## config.mk

```make
export PLATFORM = sky130hd
export DESIGN_NAME = radix_integer_to_ascii_flat
export DESIGN_NICKNAME = d
export VERILOG_FILES = /design/src/rtl/core/rita_pkg.sv /design/src/rtl/core/rita_if.sv /design/src/rtl/core/radix_integer_to_ascii.sv /design/src/rtl/core/rita_dp.sv /design/src/rtl/core/rita_ctrl.sv /design/src/flat_wrapper.sv
export SDC_FILE = /design/constraint.sdc
export NUM_CORES = 1
export LEC_CHECK = 0
export BUFFER_PORTS_ARGS = -buffer_cell sky130_fd_sc_hd__buf_2
export CORE_MARGIN = 5
export CORE_UTILIZATION = 45
export DETAILED_ROUTE_END_ITERATION = 10
export SLEW_MARGIN = 20
export SYNTH_ARGS = -nofsm -noshare
export SYNTH_HDL_FRONTEND = slang
export SYNTH_HIERARCHICAL = 1
export SYNTH_SLANG_ARGS = --single-unit
```

## constraint.sdc

```tcl
create_clock -name clock -period 6.1 [get_ports clock]
set_input_delay 0.915 -clock clock [delete_from_list [all_inputs] [get_ports clock]]
set_output_delay 0.915 -clock clock [all_outputs]
set_load 0.02 [all_outputs]
```

## src/rtl/core/rita_pkg.sv

```systemverilog
// Shared constants, command/status structs and the digit glyph function
// for the radix integer-to-ASCII converter. No dependencies.
package rita_pkg;

   localparam int VALUE_W    = 64;   // width of the value field on the request channel
   localparam int RADIX_W    = 8;
   localparam int CHAR_W     = 7;
   localparam int DIGIT_W    = 4;

   localparam int VALUE_BITS = 64;   // 8 to 64
   localparam int MAX_DIGITS = 64;   // 8 to 64

   localparam int NARROW_BITS = (VALUE_BITS > 32) ? 32 : VALUE_BITS;
   localparam int CNT_W       = $clog2(MAX_DIGITS + 1);
   localparam int IDX_W       = $clog2(MAX_DIGITS);
   localparam int DIV_CNT_W   = $clog2(VALUE_BITS);

   localparam int HEX_WIDE_RAW   = (VALUE_BITS + 3) / 4;
   localparam int HEX_NARROW_RAW = (NARROW_BITS + 3) / 4;
   localparam int HEX_WIDE   = (HEX_WIDE_RAW > MAX_DIGITS) ? MAX_DIGITS : HEX_WIDE_RAW;
   localparam int HEX_NARROW = (HEX_NARROW_RAW > MAX_DIGITS) ? MAX_DIGITS : HEX_NARROW_RAW;
   localparam int BIN_WIDE   = (VALUE_BITS > MAX_DIGITS) ? MAX_DIGITS : VALUE_BITS;
   localparam int BIN_NARROW = (NARROW_BITS > MAX_DIGITS) ? MAX_DIGITS : NARROW_BITS;

   localparam logic [RADIX_W-1:0] RADIX_BIN = 8'd2;
   localparam logic [RADIX_W-1:0] RADIX_HEX = 8'd16;

   localparam logic [CHAR_W-1:0] CHAR_ZERO   = 7'h30;  // '0'
   localparam logic [CHAR_W-1:0] CHAR_LETTER = 7'h37;  // 'A' - 10

   // Controller to datapath
   typedef struct packed {
      logic load;         // capture the request item
      logic div_start;    // clear remainder and step counter
      logic div_step;     // one restoring-division step
      logic div_store;    // write remainder as next digit
      logic shift_store;  // write low bits as next digit, shift quotient
      logic emit_start;   // point read index at the top digit
      logic emit_next;    // step read index down
   } rita_cmd_type;

   // Datapath to controller
   typedef struct packed {
      logic radix_ok;
      logic radix_pow2;
      logic div_last;
      logic q_zero;
      logic n_last;
      logic e_zero;
   } rita_sts_type;

   function automatic logic [CHAR_W-1:0] digit_glyph(input logic [DIGIT_W-1:0] d);
      logic [CHAR_W-1:0] ext;
      ext = {{(CHAR_W-DIGIT_W){1'b0}}, d};
      return (d < 4'd10) ? (CHAR_ZERO + ext) : (CHAR_LETTER + ext);
   endfunction

endpackage

```

## src/rtl/core/rita_if.sv

```systemverilog
// Valid/ready channel interfaces for request and response items.
// Depends on rita_pkg for field widths.
interface rita_req_if;
   logic                            valid;
   logic                            ready;
   logic [rita_pkg::VALUE_W-1:0]    value;
   logic [rita_pkg::RADIX_W-1:0]    radix;
   logic                            wide_mode;

   modport source (output valid, output value, output radix, output wide_mode, input ready);
   modport sink   (input valid, input value, input radix, input wide_mode, output ready);
endinterface

interface rita_rsp_if;
   logic                            valid;
   logic                            ready;
   logic [rita_pkg::CHAR_W-1:0]     ascii_char;
   logic                            last_char;

   modport source (output valid, output ascii_char, output last_char, input ready);
   modport sink   (input valid, input ascii_char, input last_char, output ready);
endinterface

```

## src/rtl/core/radix_integer_to_ascii.sv

```systemverilog
// Top level of the radix integer-to-ASCII converter: controller plus datapath.
// Depends on rita_pkg, rita_req_if/rita_rsp_if, rita_ctrl and rita_dp.
//
//   channel | direction | payload                       | one item is
//   req_ch  | in        | value[64], radix[8], wide_mode | one number to convert
//   rsp_ch  | out       | ascii_char[7], last_char       | one character, MSD first
//
// Radix 2 and 16 produce one digit per cycle by shifting the quotient. Other
// radices run a bit-serial restoring divider, one step per quotient bit, then
// store the remainder as a digit (at most 41 digits). Each character is read
// through the digit memory's registered read port in LOAD and offered in SEND
// until the response side takes it. Invalid radices (0, 1, above 16) retire
// from CHECK with no characters. One item is in flight at a time; a new
// request is taken only after the last character has been delivered.
// Reset is synchronous and active high; the digit memory is not cleared.
module radix_integer_to_ascii (
   input  logic            clock,
   input  logic            reset,
   rita_req_if.sink        req_ch,
   rita_rsp_if.source      rsp_ch
);

   rita_pkg::rita_cmd_type cmd;
   rita_pkg::rita_sts_type sts;

   // Sequence the conversion and the character stream.
   rita_ctrl u_ctrl (
      .clock     (clock),
      .reset     (reset),
      .req_valid (req_ch.valid),
      .rsp_ready (rsp_ch.ready),
      .sts       (sts),
      .req_ready (req_ch.ready),
      .rsp_valid (rsp_ch.valid),
      .cmd       (cmd)
   );

   // Hold the quotient, produce digits, replay them most significant first.
   rita_dp u_dp (
      .clock      (clock),
      .reset      (reset),
      .cmd        (cmd),
      .value      (req_ch.value),
      .radix      (req_ch.radix),
      .wide_mode  (req_ch.wide_mode),
      .sts        (sts),
      .ascii_char (rsp_ch.ascii_char),
      .last_char  (rsp_ch.last_char)
   );

   // Never offer a character while a new request may be taken.
   a_no_overlap: assert property (@(posedge clock) disable iff (reset)
      rsp_ch.valid |-> !req_ch.ready)
      else $error("response valid while request ready");

   // An accepted request drops ready on the next cycle.
   a_busy_after_accept: assert property (@(posedge clock) disable iff (reset)
      (req_ch.valid && req_ch.ready) |=> !req_ch.ready)
      else $error("ready held after accepting an item");

   // Delivering the final character returns the block to idle.
   a_idle_after_last: assert property (@(posedge clock) disable iff (reset)
      (rsp_ch.valid && rsp_ch.ready && rsp_ch.last_char) |=> (req_ch.ready && !rsp_ch.valid))
      else $error("block not idle after last character");

   // Every offered character is a valid digit glyph.
   a_glyph_range: assert property (@(posedge clock) disable iff (reset)
      rsp_ch.valid |-> ((rsp_ch.ascii_char >= 7'h30 && rsp_ch.ascii_char <= 7'h39) ||
                        (rsp_ch.ascii_char >= 7'h41 && rsp_ch.ascii_char <= 7'h46)))
      else $error("character outside digit glyph set");

endmodule

```

## src/rtl/core/rita_dp.sv

```systemverilog
// Datapath: quotient register, bit-serial divider, digit memory, emit index.
// Depends on rita_pkg.
module rita_dp (
   input  logic                           clock,
   input  logic                           reset,
   input  rita_pkg::rita_cmd_type         cmd,
   input  logic [rita_pkg::VALUE_W-1:0]   value,
   input  logic [rita_pkg::RADIX_W-1:0]   radix,
   input  logic                           wide_mode,
   output rita_pkg::rita_sts_type         sts,
   output logic [rita_pkg::CHAR_W-1:0]    ascii_char,
   output logic                           last_char
);

   localparam int VB = rita_pkg::VALUE_BITS;
   localparam logic [VB-1:0] NARROW_MASK = {VB{1'b1}} >> (VB - rita_pkg::NARROW_BITS);

   logic [VB-1:0]                     q_ff, q_in;
   logic [rita_pkg::DIGIT_W-1:0]      rem_ff, rem_in;
   logic [rita_pkg::RADIX_W-1:0]      radix_ff;
   logic [rita_pkg::DIV_CNT_W-1:0]    bitcnt_ff, bitcnt_in;
   logic [rita_pkg::CNT_W-1:0]        n_ff, n_in, total_ff, total_in;
   logic [rita_pkg::IDX_W-1:0]        e_ff, e_in;
   logic [rita_pkg::DIGIT_W-1:0]      rd_ff;
   logic [rita_pkg::DIGIT_W-1:0]      mem [rita_pkg::MAX_DIGITS];

   logic [rita_pkg::DIGIT_W:0]        trial;
   logic                              ge;
   logic                              is_hex;
   logic [rita_pkg::DIGIT_W-1:0]      shift_digit;

   assign is_hex      = (radix_ff == rita_pkg::RADIX_HEX);
   assign shift_digit = is_hex ? q_ff[rita_pkg::DIGIT_W-1:0]
                               : {{(rita_pkg::DIGIT_W-1){1'b0}}, q_ff[0]};

   // Restoring division step: remainder stays below the radix.
   assign trial = {rem_ff, q_ff[VB-1]};
   assign ge    = (trial >= radix_ff[rita_pkg::DIGIT_W:0]);

   always_comb begin
      q_in      = q_ff;
      rem_in    = rem_ff;
      bitcnt_in = bitcnt_ff;
      n_in      = n_ff;
      total_in  = total_ff;
      e_in      = e_ff;
      if (cmd.load) begin
         q_in = value[VB-1:0] & (wide_mode ? {VB{1'b1}} : NARROW_MASK);
         n_in = '0;
         if (radix == rita_pkg::RADIX_HEX) begin
            total_in = wide_mode ? rita_pkg::CNT_W'(rita_pkg::HEX_WIDE)
                                 : rita_pkg::CNT_W'(rita_pkg::HEX_NARROW);
         end else if (radix == rita_pkg::RADIX_BIN) begin
            total_in = wide_mode ? rita_pkg::CNT_W'(rita_pkg::BIN_WIDE)
                                 : rita_pkg::CNT_W'(rita_pkg::BIN_NARROW);
         end else begin
            total_in = rita_pkg::CNT_W'(rita_pkg::MAX_DIGITS);
         end
      end
      if (cmd.div_step) begin
         q_in      = {q_ff[VB-2:0], ge};
         rem_in    = ge ? rita_pkg::DIGIT_W'(trial - radix_ff[rita_pkg::DIGIT_W:0])
                        : trial[rita_pkg::DIGIT_W-1:0];
         bitcnt_in = bitcnt_ff + rita_pkg::DIV_CNT_W'(1);
      end
      if (cmd.shift_store) begin
         q_in = is_hex ? (q_ff >> 4) : (q_ff >> 1);
      end
      if (cmd.div_store || cmd.shift_store) begin
         n_in = n_ff + rita_pkg::CNT_W'(1);
      end
      if (cmd.div_start) begin
         rem_in    = '0;
         bitcnt_in = '0;
      end
      if (cmd.emit_start) begin
         e_in = rita_pkg::IDX_W'(n_ff - rita_pkg::CNT_W'(1));
      end
      if (cmd.emit_next) begin
         e_in = e_ff - rita_pkg::IDX_W'(1);
      end
   end

   always_ff @(posedge clock) begin
      if (reset) begin
         q_ff      <= '0;
         bitcnt_ff <= '0;
         n_ff      <= '0;
         total_ff  <= '0;
         e_ff      <= '0;
      end else begin
         q_ff      <= q_in;
         bitcnt_ff <= bitcnt_in;
         n_ff      <= n_in;
         total_ff  <= total_in;
         e_ff      <= e_in;
      end
   end

   always_ff @(posedge clock) begin
      rem_ff <= rem_in;
      if (cmd.load) begin
         radix_ff <= radix;
      end
   end

   // Digit memory: one write port, one registered read port.
   always_ff @(posedge clock) begin
      if (cmd.div_store) begin
         mem[n_ff[rita_pkg::IDX_W-1:0]] <= rem_ff;
      end else if (cmd.shift_store) begin
         mem[n_ff[rita_pkg::IDX_W-1:0]] <= shift_digit;
      end
      rd_ff <= mem[e_ff];
   end

   assign sts.radix_ok   = (radix_ff >= rita_pkg::RADIX_BIN) && (radix_ff <= rita_pkg::RADIX_HEX);
   assign sts.radix_pow2 = (radix_ff == rita_pkg::RADIX_BIN) || is_hex;
   assign sts.div_last   = (bitcnt_ff == rita_pkg::DIV_CNT_W'(VB - 1));
   assign sts.q_zero     = (q_ff == '0);
   assign sts.n_last     = ((n_ff + rita_pkg::CNT_W'(1)) == total_ff);
   assign sts.e_zero     = (e_ff == '0);

   assign ascii_char = rita_pkg::digit_glyph(rd_ff);
   assign last_char  = (e_ff == '0);

endmodule

```

## src/rtl/core/rita_ctrl.sv

```systemverilog
// Controller state machine: sequences conversion and character emission.
// Depends on rita_pkg; drives the datapath through rita_cmd_type.
module rita_ctrl (
   input  logic                     clock,
   input  logic                     reset,
   input  logic                     req_valid,
   input  logic                     rsp_ready,
   input  rita_pkg::rita_sts_type   sts,
   output logic                     req_ready,
   output logic                     rsp_valid,
   output rita_pkg::rita_cmd_type   cmd
);

   typedef enum logic [2:0] {
      IDLE, CHECK, SHIFT, DIV, STORE, EMIT_START, LOAD, SEND
   } state_type;

   state_type state_ff, state_in;
   logic      ready_ff, valid_ff;

   always_comb begin
      state_in = state_ff;
      cmd      = '0;
      unique case (state_ff)
         IDLE: begin
            if (req_valid && ready_ff) begin
               cmd.load = 1'b1;
               state_in = CHECK;
            end
         end
         CHECK: begin
            if (!sts.radix_ok) begin
               state_in = IDLE;
            end else if (sts.radix_pow2) begin
               state_in = SHIFT;
            end else begin
               cmd.div_start = 1'b1;
               state_in      = DIV;
            end
         end
         SHIFT: begin
            cmd.shift_store = 1'b1;
            if (sts.n_last) begin
               state_in = EMIT_START;
            end
         end
         DIV: begin
            cmd.div_step = 1'b1;
            if (sts.div_last) begin
               state_in = STORE;
            end
         end
         STORE: begin
            cmd.div_store = 1'b1;
            cmd.div_start = 1'b1;
            if (sts.q_zero || sts.n_last) begin
               state_in = EMIT_START;
            end else begin
               state_in = DIV;
            end
         end
         EMIT_START: begin
            cmd.emit_start = 1'b1;
            state_in       = LOAD;
         end
         LOAD: begin
            state_in = SEND;
         end
         SEND: begin
            if (rsp_ready && valid_ff) begin
               if (sts.e_zero) begin
                  state_in = IDLE;
               end else begin
                  cmd.emit_next = 1'b1;
                  state_in      = LOAD;
               end
            end
         end
         default: state_in = IDLE;
      endcase
   end

   always_ff @(posedge clock) begin
      if (reset) begin
         state_ff <= IDLE;
         ready_ff <= 1'b0;
         valid_ff <= 1'b0;
      end else begin
         state_ff <= state_in;
         ready_ff <= (state_in == IDLE);
         valid_ff <= (state_in == SEND);
      end
   end

   assign req_ready = ready_ff;
   assign rsp_valid = valid_ff;

endmodule

```

## src/flat_wrapper.sv

```systemverilog
// flat-port wrapper written by rule: the top's interface ports become plain ports
module radix_integer_to_ascii_flat 
  (clock, reset, req_ch_valid, req_ch_value, req_ch_radix, req_ch_wide_mode, req_ch_ready, rsp_ch_valid, rsp_ch_ascii_char, rsp_ch_last_char, rsp_ch_ready);
  rita_req_if req_ch_i ();
  rita_rsp_if rsp_ch_i ();
  input  logic clock;
  input  logic reset;
  input wire logic [$bits(req_ch_i.valid)-1:0] req_ch_valid;
  input wire logic [$bits(req_ch_i.value)-1:0] req_ch_value;
  input wire logic [$bits(req_ch_i.radix)-1:0] req_ch_radix;
  input wire logic [$bits(req_ch_i.wide_mode)-1:0] req_ch_wide_mode;
  output wire logic [$bits(req_ch_i.ready)-1:0] req_ch_ready;
  output wire logic [$bits(rsp_ch_i.valid)-1:0] rsp_ch_valid;
  output wire logic [$bits(rsp_ch_i.ascii_char)-1:0] rsp_ch_ascii_char;
  output wire logic [$bits(rsp_ch_i.last_char)-1:0] rsp_ch_last_char;
  input wire logic [$bits(rsp_ch_i.ready)-1:0] rsp_ch_ready;
  assign req_ch_i.valid = req_ch_valid;
  assign req_ch_i.value = req_ch_value;
  assign req_ch_i.radix = req_ch_radix;
  assign req_ch_i.wide_mode = req_ch_wide_mode;
  assign req_ch_ready = req_ch_i.ready;
  assign rsp_ch_valid = rsp_ch_i.valid;
  assign rsp_ch_ascii_char = rsp_ch_i.ascii_char;
  assign rsp_ch_last_char = rsp_ch_i.last_char;
  assign rsp_ch_i.ready = rsp_ch_ready;
  radix_integer_to_ascii u_core (.clock(clock), .reset(reset), .req_ch(req_ch_i), .rsp_ch(rsp_ch_i));
endmodule
```

==> results by group <==
Status
  – Outcome: completed

Power
  – Combinational power share: 4.4%
  – Clock power share: 44.8%
  – Internal Power: 4.183 mW
  – Power Total: 5.348 mW
  – Net Sw Power: 1.165 mW
  – Sequential share of power: 50.8%
  – Max rail drop VDD: 179.1 uV
  – PD cells: 281.0 mW/mm^2
  – Leakage: 6.788 nW
  – Switching share of power: 21.78%

Logic synthesis
  – Synth Area in XOR/XNOR: 0.6220%
  – Proportion of synthesized area in mux cells: 17.08%
  – Cells after Synth: 1,306
  – Largest family of logic cells by synthesized area: multiplexers
  – Synth Area in Simple Gates: 10.15%
  – Syn Nets: 1,393
  – Yosys top cell by area: edfxtp_1
  – FFs w/ async S/R, synth: 0%
  – Mapped Area: 0.01690 mm^2
  – Avg Cell Area, Syn: 12.94 um^2
  – Sequential-to-total area share from yosys stat: 58.76%
  – Compound-cell area share of the yosys netlist: 9.485%
  – Yosys reg bits: 364
  – Netlist cell types: 56
  – Synth Warn #: 6
  – Adder-cell share of the synthesized area: 0.7849%
  – Area contributors post-synth: edfxtp_1 47%, dfxtp_1 12%, mux4_2 8.5%, mux2i_1 6.3%, a211oi_1 4.3%
  – Yosys top cell area share: 46.92%
  – Post-synth EDFFs: 264
  – Synth Flop Type: edfxtp_1

Final layout
  – Nets@finish: 1,433
  – # diodes: 0
  – Commonest non-fill, non-tap cell in the layout: edfxtp_1
  – Area Growth Syn to Fin: 12.63%
  – Post-layout util: 50.88%
  – Ratio of cells with drive above 1 in the final layout: 19.32%
  – Design area: 0.01903 mm^2
  – Highest-count cells in the layout ignoring fill and taps: 264 x edfxtp_1, 187 x nor2_1, 106 x mux2i_1
  – Non-Filler Instances: 1,888

GRT
  – Largest net degree at the start of global routing: 124
  – Global-route wire length before repair: 62.57 mm
  – Vias in the first global route: 10,920
  – GRT overflow: 0
  – Antenna violations before repair: 0
  – GRT Total Usage: 18.85%

Routing
  – DR top layer: met4
  – Routed wl met2: 19.24 mm
  – Via count: 10,910
  – Final Routed Wirelength: 39.45 mm
  – Post-Route M1 WL: 17.97 mm
  – Vias/cell: 5.776
  – 1st-pass router iterations: 5
  – Post-route DRC: 0
  – Antenna viol nets, final: 0
  – Met3 Wirelength: 1.572 mm
  – WL/cell: 20.89 um
  – DRT iter0 DRCs: 871

Floorplanning
  – DIE HEIGHT: 203.8 um
  – Die area: 0.04152 mm^2
  – Die span in x: 203.8 um
  – Boundary pin count: 87
  – Starting Density: 45.18%
  – Rows: 71
  – Core area: 0.03740 mm^2

Timing
  – Clock Skew: 17.99 ps
  – Final worst-path cycle share: 54.33%
  – Final Critical Period: 3314 ps
  – Max Fclk: 301.7 MHz
  – Final Hold Fails: 0
  – Fin Hold WS: 492.1 ps
  – # setup viols final: 0
  – Final slew viol count: 0
  – Worst-Margin Slew: 1099 ps
  – Total negative slack: 0 ps
  – Max_slew headroom: 26.71%
  – Worst Setup Slack, final: 2786 ps
  – Unrepaired setup endpoints after global routing: false

Clocking
  – Root buffer cell: clkbuf_16
  – CTS Hold Bufs: 0
  – Clk buf depth: 3
  – CTS clk-pin slew, worst paths: 60 ps
  – CTS HTree Levels: 2
  – Postcts setup bufs: 0
  – Number of CTS-inserted buffers: 40
  – TritonCTS clock tree: done
  – Worst skew pair latency: 530 ps
  – PostCTS Resize Cnt: 0
  – Clock sinks: 364

Setup path
  – Worst R2R End: u_core/u_dp/e_ff[4]
  – Critical Path Start: u_core/u_dp/e_ff[2]
  – Critical Path End: u_core/u_dp/e_ff[4]
  – WS Path Type: flip-flop to flip-flop
  – R2R depth: 8
  – Critical Path Sink Type: flip-flop
  – WP data required: 6470 ps
  – Critical Path AT: 3690 ps
  – Crit-path max FO: 38
  – Critical path's slowest cell: dfxtp_2
  – Worst path max stage delay: 1040 ps
  – Crit path launch type: flip-flop
  – CP cell instances: or4_1 -> nor2_1 -> nor3b_2 -> mux2i_1 -> ha_1 -> nand2b_1 -> a31oi_1 -> a21oi_1
  – Reg2reg start: u_core/u_dp/e_ff[2]
  – Reg2Reg Setup Slack: 2790 ps

Placement
  – Dpl hpwl: 24.63 mm
  – DP Worst Slack: 2480 ps
  – GP Congestion: 0.7649
  – Placed cell area: 0.01769 mm^2
  – Placed Instances: 1,814
  – PortBufs: 86

Flow run
  – Max_cap viols: 0

Hold path
  – Worst min path class: flip-flop to flip-flop
==> layout make-up <==
type | count | area, um^2
Fill cell | 3263 | 18370
Clock buffer | 47 | 1049
Timing Repair Buffer | 101 | 575.6
Tap cell | 511 | 639.4
Clock inverter | 26 | 261.5
Multi-Input combinational cell | 823 | 6510
Inverter | 16 | 60.06
Sequential cell | 364 | 9936
==> sequential cells by signal, summed over array words and instances, names as in the netlist, 3 cells and up <==
signal / count
u_core/u_dp/e_ff: 6
u_core/u_dp/rd_ff: 4
u_core/u_dp/bitcnt_ff: 6
u_core/u_dp/total_ff: 4
u_core/u_ctrl/state_ff: 3
u_core/u_dp/n_ff: 7
u_core/u_dp/q_ff: 64
u_core/u_dp/radix_ff: 8
u_core/u_dp/mem: 256
u_core/u_dp/rem_ff: 4
==> worst min path at each step <==
| stage | startpoint | end | depth (start not counted) |
|---|---|---|---|
| final | u_core/u_dp/bitcnt_ff[5] | u_core/u_dp/bitcnt_ff[5] | 2 |
| after global placement | u_core/u_dp/bitcnt_ff[5] | u_core/u_dp/bitcnt_ff[5] | 2 |
| after detailed placement | u_core/u_dp/bitcnt_ff[5] | u_core/u_dp/bitcnt_ff[5] | 2 |
| after floorplan | u_core/u_dp/bitcnt_ff[5] | u_core/u_dp/bitcnt_ff[5] | 2 |
| after global routing | u_core/u_dp/n_ff[6] | u_core/u_dp/n_ff[6] | 1 |
| after CTS | u_core/u_dp/bitcnt_ff[5] | u_core/u_dp/bitcnt_ff[5] | 2 |
==> cell usage after synthesis, types with 3 or more instances <==
| cell | count |
|---|---|
| edfxtp_1 | 264 |
| nor2_1 | 188 |
| mux2i_1 | 106 |
| dfxtp_1 | 100 |
| a211oi_1 | 97 |
| clkbuf_1 | 68 |
| mux4_2 | 64 |
| nand2_1 | 64 |
| a21oi_1 | 38 |
| buf_2 | 21 |
| nor2b_1 | 21 |
| o21ai_0 | 21 |
| a22oi_1 | 20 |
| mux2_2 | 20 |
| nor4_1 | 20 |
| a2111oi_0 | 17 |
| nand2b_1 | 17 |
| inv_1 | 15 |
| nand3_1 | 14 |
| nor3_1 | 13 |
| ha_1 | 9 |
| nand4_1 | 9 |
| o211ai_1 | 7 |
| a31oi_1 | 6 |
| buf_1 | 6 |
| mux4_1 | 6 |
| xnor2_1 | 6 |
| xor2_1 | 6 |
| a311oi_1 | 5 |
| or2_2 | 5 |
| a221oi_1 | 4 |
| buf_4 | 4 |
| nor3b_1 | 4 |
| o22ai_1 | 4 |
| or3_1 | 4 |
| and2_1 | 3 |
| buf_6 | 3 |
| o21ai_1 | 3 |
==> per-layer routing <==
metal,global-route usage (%),vias up
met4,4.216,0
met2,31.08,248
met1,26.94,5491
met3,2.560,47
li1,-,5120
met5,0,-
==> power groups by stage <==
stage          Sequential (mW)  Clock (mW)  Combinational [mW]
2_1_floorplan             2.74           0               0.175
3_5_place_dp              2.77           0               0.235
5_1_grt                   2.72        2.56               0.265
4_1_cts                   2.71        2.45               0.237
6_report                  2.71        2.40               0.236
3_3_place_gp              2.77           0               0.231
==> critical path: cells and delay by family, from the launching register on <==
family          cells  cell delay [ps]
compound gates      2              250
fa+ha+maj           1              290
flops               1             1040
mux                 1              360
simple gates        4             1220
==> kinds of logic (layout without fill, tap and decap cells) <==
kind of cell    Yosys count  after routing
buf+inv                 119            190
fa+ha+maj                10             10
simple gates            375            375
mux                     196            196
xor+xnor                 12             12
flops                   364            364
compound gates          230            230
(Power assumes the default switching activity.)
